**src/gts_pkg.sv**
```systemverilog
// Shared types, codes and saturation helpers for the grid track sizer.
// Used by gts_ctrl, gts_dp and grid_track_sizer_core.
// Depends on nothing else.
package gts_pkg;

	// Default track storage depth and fixed point format.
	localparam int GTS_MAX_TRACKS = 32;
	localparam int FRAC_BITS      = 8;
	localparam int LEN_W          = 24;
	localparam int EXT_W          = 23;

	// Item function codes.
	localparam logic [1:0] FUNC_LOAD    = 2'd0;
	localparam logic [1:0] FUNC_NEED    = 2'd1;
	localparam logic [1:0] FUNC_RESOLVE = 2'd2;
	localparam logic [1:0] FUNC_PLACE   = 2'd3;

	// Track mode codes.
	localparam logic [1:0] MODE_AUTO  = 2'd0;
	localparam logic [1:0] MODE_PIXEL = 2'd1;
	localparam logic [1:0] MODE_STAR  = 2'd2;

	// Register indexes of the configuration port.
	localparam logic [1:0] REG_COUNT  = 2'd0;
	localparam logic [1:0] REG_GAP    = 2'd1;
	localparam logic [1:0] REG_AVAIL  = 2'd2;
	localparam logic [1:0] REG_ORIGIN = 2'd3;

	// A star weight of zero or less counts as one.
	localparam logic [EXT_W-1:0] W_ONE = EXT_W'(1) << FRAC_BITS;

	// Datapath phase codes issued by the controller.
	localparam logic [3:0] P_NONE      = 4'd0;
	localparam logic [3:0] P_NEED_SUM  = 4'd1;
	localparam logic [3:0] P_NEED_UPD  = 4'd2;
	localparam logic [3:0] P_RES_SUM   = 4'd3;
	localparam logic [3:0] P_RES_REM   = 4'd4;
	localparam logic [3:0] P_RES_MUL   = 4'd5;
	localparam logic [3:0] P_RES_WR    = 4'd6;
	localparam logic [3:0] P_SKIP      = 4'd7;
	localparam logic [3:0] P_EMIT      = 4'd8;
	localparam logic [3:0] P_PLACE_SUM = 4'd9;
	localparam logic [3:0] P_PLACE_OUT = 4'd10;

	typedef struct packed {
		logic [1:0]        func;
		logic [15:0]       track_index;
		logic [15:0]       span;
		logic [1:0]        mode;
		logic signed [23:0] value;
		logic signed [23:0] need;
		logic signed [23:0] margin_before;
		logic signed [23:0] margin_after;
	} item_t;

	typedef struct packed {
		logic [4:0]         result_index;
		logic signed [23:0] position;
		logic [22:0]        extent;
		logic               last;
	} result_t;

	typedef struct packed {
		logic       take;
		logic       rewind;
		logic       div_go;
		logic [3:0] phase;
	} cmd_t;

	typedef struct packed {
		logic last_step;
		logic autos_nz;
		logic excess_pos;
		logic tw_nz;
		logic is_star;
		logic div_busy;
		logic out_free;
	} stat_t;

	// Clamp a wide signed value to an extent.
	function automatic logic [EXT_W-1:0] sat_ext(input logic signed [47:0] v);
		logic [EXT_W-1:0] r;
		if (v < 48'sd0) begin
			r = '0;
		end else if (v > 48'sd8388607) begin
			r = '1;
		end else begin
			r = v[EXT_W-1:0];
		end
		return r;
	endfunction

	// Clamp a wide signed value to a 24-bit signed position.
	function automatic logic signed [LEN_W-1:0] sat_pos(input logic signed [47:0] v);
		logic signed [LEN_W-1:0] r;
		if (v < -48'sd8388608) begin
			r = 24'sh800000;
		end else if (v > 48'sd8388607) begin
			r = 24'sh7FFFFF;
		end else begin
			r = v[LEN_W-1:0];
		end
		return r;
	endfunction

endpackage

```
**src/gts_ctrl.sv**
```systemverilog
// Sequencing state machine of the grid track sizer.
// Depends on gts_pkg for the command, status and phase codes.
module gts_ctrl
	import gts_pkg::*;
(
	input  logic       clk,
	input  logic       arst_n,
	input  logic       item_valid,
	input  logic [1:0] func,
	output logic       item_stall,
	input  stat_t      stat,
	output cmd_t       cmd
);
	localparam logic [3:0] S_IDLE = 4'd0;
	localparam logic [3:0] S_NSUM = 4'd1;
	localparam logic [3:0] S_NCHK = 4'd2;
	localparam logic [3:0] S_NDIV = 4'd3;
	localparam logic [3:0] S_NUPD = 4'd4;
	localparam logic [3:0] S_RSUM = 4'd5;
	localparam logic [3:0] S_RREM = 4'd6;
	localparam logic [3:0] S_RCHK = 4'd7;
	localparam logic [3:0] S_RGO  = 4'd8;
	localparam logic [3:0] S_RDIV = 4'd9;
	localparam logic [3:0] S_REW  = 4'd10;
	localparam logic [3:0] S_EMIT = 4'd11;
	localparam logic [3:0] S_PSUM = 4'd12;
	localparam logic [3:0] S_POUT = 4'd13;

	logic [3:0] state_q;
	logic [3:0] state_d;

	assign item_stall = state_q != S_IDLE;

	// Next state and command for the datapath.
	always_comb begin
		state_d    = state_q;
		cmd.take   = 1'b0;
		cmd.rewind = 1'b0;
		cmd.div_go = 1'b0;
		cmd.phase  = P_NONE;
		case (state_q)
			S_IDLE: begin
				if (item_valid) begin
					cmd.take = 1'b1;
					case (func)
						FUNC_NEED:    state_d = S_NSUM;
						FUNC_RESOLVE: state_d = S_RSUM;
						FUNC_PLACE:   state_d = S_PSUM;
						default:      state_d = S_IDLE;
					endcase
				end
			end
			S_NSUM: begin
				cmd.phase = P_NEED_SUM;
				if (stat.last_step) state_d = S_NCHK;
			end
			S_NCHK: begin
				if (stat.autos_nz && stat.excess_pos) begin
					cmd.div_go = 1'b1;
					cmd.rewind = 1'b1;
					state_d    = S_NDIV;
				end else begin
					state_d = S_IDLE;
				end
			end
			S_NDIV: begin
				if (!stat.div_busy) state_d = S_NUPD;
			end
			S_NUPD: begin
				cmd.phase = P_NEED_UPD;
				if (stat.last_step) state_d = S_IDLE;
			end
			S_RSUM: begin
				cmd.phase = P_RES_SUM;
				if (stat.last_step) state_d = S_RREM;
			end
			S_RREM: begin
				cmd.phase  = P_RES_REM;
				cmd.rewind = 1'b1;
				state_d    = stat.tw_nz ? S_RCHK : S_EMIT;
			end
			S_RCHK: begin
				if (stat.is_star) begin
					cmd.phase = P_RES_MUL;
					state_d   = S_RGO;
				end else begin
					cmd.phase = P_SKIP;
					if (stat.last_step) state_d = S_REW;
				end
			end
			S_RGO: begin
				cmd.div_go = 1'b1;
				state_d    = S_RDIV;
			end
			S_RDIV: begin
				if (!stat.div_busy) begin
					cmd.phase = P_RES_WR;
					state_d   = stat.last_step ? S_REW : S_RCHK;
				end
			end
			S_REW: begin
				cmd.rewind = 1'b1;
				state_d    = S_EMIT;
			end
			S_EMIT: begin
				if (stat.out_free) begin
					cmd.phase = P_EMIT;
					if (stat.last_step) state_d = S_IDLE;
				end
			end
			S_PSUM: begin
				cmd.phase = P_PLACE_SUM;
				if (stat.last_step) state_d = S_POUT;
			end
			S_POUT: begin
				if (stat.out_free) begin
					cmd.phase = P_PLACE_OUT;
					state_d   = S_IDLE;
				end
			end
			default: state_d = S_IDLE;
		endcase
	end

	always_ff @(posedge clk or negedge arst_n) begin
		if (!arst_n) begin
			state_q <= S_IDLE;
		end else begin
			state_q <= state_d;
		end
	end

	// The divider is never restarted while it is still working.
	assert property (@(posedge clk) disable iff (!arst_n) cmd.div_go |-> !stat.div_busy)
		else $error("divider started while busy");

	// A result word is only loaded when the output register can take it.
	assert property (@(posedge clk) disable iff (!arst_n)
		(cmd.phase == P_EMIT || cmd.phase == P_PLACE_OUT) |-> stat.out_free)
		else $error("output register overwritten");

	// A load item finishes in the cycle it is taken.
	assert property (@(posedge clk) disable iff (!arst_n)
		(cmd.take && func == FUNC_LOAD) |=> state_q == S_IDLE)
		else $error("load item did not finish at once");

	// The input side is only taken while idle.
	assert property (@(posedge clk) disable iff (!arst_n) cmd.take |-> !item_stall)
		else $error("item taken while busy");
endmodule

```
**config.mk**
```make
export PLATFORM = sky130hd
export DESIGN_NAME = gts_ctrl
export DESIGN_NICKNAME = d
export VERILOG_FILES = /design/src/gts_pkg.sv /design/src/gts_ctrl.sv
export SDC_FILE = /design/constraint.sdc
export NUM_CORES = 1
export LEC_CHECK = 0
export ABC_AREA = 1
export BUFFER_PORTS_ARGS = -buffer_cell sky130_fd_sc_hd__buf_2
export CAP_MARGIN = 20
export CORE_MARGIN = 2
export CORE_UTILIZATION = 45
export CTS_BUF_LIST = sky130_fd_sc_hd__clkbuf_4
export CTS_CLUSTER_SIZE = 20
export DETAILED_ROUTE_END_ITERATION = 6
export GPL_ROUTABILITY_DRIVEN = 0
export PLACE_DENSITY = 0.71
export REMOVE_ABC_BUFFERS = 1
export SYNTH_ARGS = -nofsm -noshare
export SYNTH_HDL_FRONTEND = slang
export SYNTH_SLANG_ARGS = --single-unit
```
**constraint.sdc**
```tcl
create_clock -name clk -period 1.6 [get_ports clk]
set_input_delay 0.48 -clock clk [delete_from_list [all_inputs] [get_ports clk]]
set_output_delay 0.48 -clock clk [all_outputs]
set_load 0.02 [all_outputs]
```
==> metrics.md <==
| Metric | Value |
|---|---|
| Final instance area | 0.00124 sq mm |
| Setup WS post-layout | -0.245 ns |
| CP Class | flop to output pin |
| CTS Buf Count | 3 |
| Total track usage | 30.3% |
| Failing checks | setup timing |
| Final nets | 200 |
| Max reg flops | 4 |
| Avg WL per Cell | 15.6 um |
| Chip Height | 42.8 um |
| Max-slew headroom | 81.4% |
| Initial Util | 46.6% |
| Worst r2r src | state_q[1] |
| Fin util | 85.3% |
| CP most frequent cell | nand2_1 |
| Root Buffer | clkbuf_4 |
| Reg2reg end | state_q[0] |
| Storage element area | 105 sq um |
| Worst vdd ir | 1.11 mV |
| Initial antenna violation count | 0 |
| First-pass GRT wire length | 4.26 mm |
| Status | finished, violations left |
| Final antenna-violating net count | 0 |
| Clk Latency, worst-skew pair | 0.23 ns |
| DR DRC count | 0 |
| Worst Path Required | 1.12 ns |
| Final min period | 1.84 ns |
| Critical path peak fanout | 4 |
| Cell taking the most area after synthesis | nand2_1 |
| Clock skew | 0.00339 ns |
| I/O Pins | 20 |
| DP Area | 932 sq um |
| Period Utilization, post-route | 115% |
| H-tree Lvls | 1 |
| Max Cap Viol | 0 |
| Final HPWL DP | 1.64 mm |
| Sequential fraction of the synthesis area | 14.8% |
| Core area | 0.00145 sq mm |
| Final Hold Fails | 0 |
| WL final | 3.09 mm |
| Reg clk slew, reported paths | 0.04 ns |
| Yosys warns | 0 |
| IO buf count | 19 |
| Pleak | 0.720 nW |
| Pwr Total | 2.15 mW |
| Synth Instances | 128 |
| Drt initial violations | 42 |
| Area Overhead vs Synth | 82.8% |
| Clock Path Buffers | 2 |
| Buffers & Inverters on Critical Path | 2 |
| Top delay family on crit path | flip-flops |
| Vias | 1114 |
| Crit path launch type | flop |
| Grt total ovfl | 0 |
| Drt first pass iters | 5 |
| Largest net degree at the start of global routing | 8 |
| Yosys reg bits | 4 |
| Largest reg by FF count | state_q |
| RSZ-0062 raised after global routing | yes |
| Most frequent cells in the layout | nand2_1, buf_4, nand3_1, inv_1, buf_2 |
| Count of clock tree sinks | 4 |
| Synthesized area | 678 sq um |
| Footprint of the multi-input gates | 616 sq um |
| Die span in x | 42.8 um |
| Yosys top cell area share | 29.9% |
| Hold Worst Slack | 0.0486 ns |
| Filler cells | 85 |
| Critical path's slowest cell | dfrtp_2 |
| Core Rows | 14 |
| Tightest Hold Check Type | primary input to async pin |
| Vias in the first global route | 997 |
| CP Cell Sequence | buf_6 -> nor2_4 -> nand2_1 -> nand2_1 -> nand2_1 -> nand2_1 -> buf_6 |
| Highest clock rate | 542 MHz |
| Share of cells above drive strength 1 | 52.7% |
| Leading post-synthesis cells by cell area | nand2_1, dfrtp_1, nand3_1, inv_1, nor2_1 |
| Unique masters post-synth | 18 |
| Setup TNS | -1.55 ns |
| Least-Margin Pin Slew | 0.279 ns |
| Biggest regs | state_q: 4 flops |
| ANT cells | 0 |
| Crit. End Element | output pin |
| CTS tree | built |
| Pwr Density | 1740 mW/mm^2 |
| Total die area | 0.00183 sq mm |
| Commonest non-fill, non-tap cell in the layout | nand2_1 |
| Slowest stage delay, CP | 0.44 ns |
| DR vias/cell | 5.63 |
| Mean post-synth cell area | 5.30 sq um |
| R2r setup slk | -0.02 ns |
| Slew Limit Fails | 0 |
| Final setup fails | 9 |
| WP data arrival | 1.36 ns |
| R2R cell count | 10 |
-- repair_timing --
action,CTS,global route
buffers inserted,8,6
gates resized for setup,38,25
hold buffers,0,0
endpoints found under the setup margin,8,12
pin swaps,7,9
-- Yosys cell counts --
master / n
a21oi_1: 2
buf_4: 1
buf_6: 1
dfrtp_1: 4
ha_1: 4
inv_1: 17
inv_2: 2
nand2_1: 54
nand2_2: 1
nand3_1: 15
nand3_2: 1
nand4_1: 2
nor2_1: 14
nor2_2: 5
nor2_4: 1
o2111ai_1: 1
o211ai_1: 1
o21ai_0: 2
-- metal layers --
metal  global-route usage (%)  up-vias  part of all wire, %
li1                         -      504                    -
met1                     37.4      512                   40
met2                     53.6       83                   50
met3                     4.68       15                  6.9
met4                     8.13        0                  2.9
met5                        0        -                    0
-- logic make-up after synthesis --
family	share of synthesized area [%]
compound gates	5.35
simple gates	59.2
flops	14.8
fa+ha+maj	7.38
buf+inv	13.3
-- per-stage QoR --
step | instances | setup slack, ns
after CTS | 193 | -0.211
after detailed placement | 182 | -0.0606
after global placement | 182 | -0.0686
final | 198 | -0.245
after floorplan | 126 | -0.0613
after global routing | 198 | -0.310
-- worst max-delay path by stage --
stage	depth (start not counted)	startpoint	to	slack, ns
2_1_floorplan	3	state_q[1]	cmd[6]	-0.06
3_3_place_gp	5	state_q[1]	cmd[5]	-0.07
3_5_place_dp	5	state_q[1]	cmd[5]	-0.06
4_1_cts	6	state_q[1]	cmd[1]	-0.21
5_1_grt	6	state_q[1]	cmd[1]	-0.31
6_report	7	state_q[1]	cmd[3]	-0.24
-- power breakdown --
group          switching, mW  total, mW  internal [mW]
combinational          0.958       1.75          0.790
clock                 0.0371      0.121         0.0837
sequential             0.132      0.286          0.154
-- layout make-up --
type	count	share of cell area (%)
inverter	19	6.36
multi-input combinational	103	49.6
timing repair buffer	53	32.1
sequential	4	8.48
clock buffer	3	1.82
tap	16	1.61
Power figures use the tool's default switching activity.
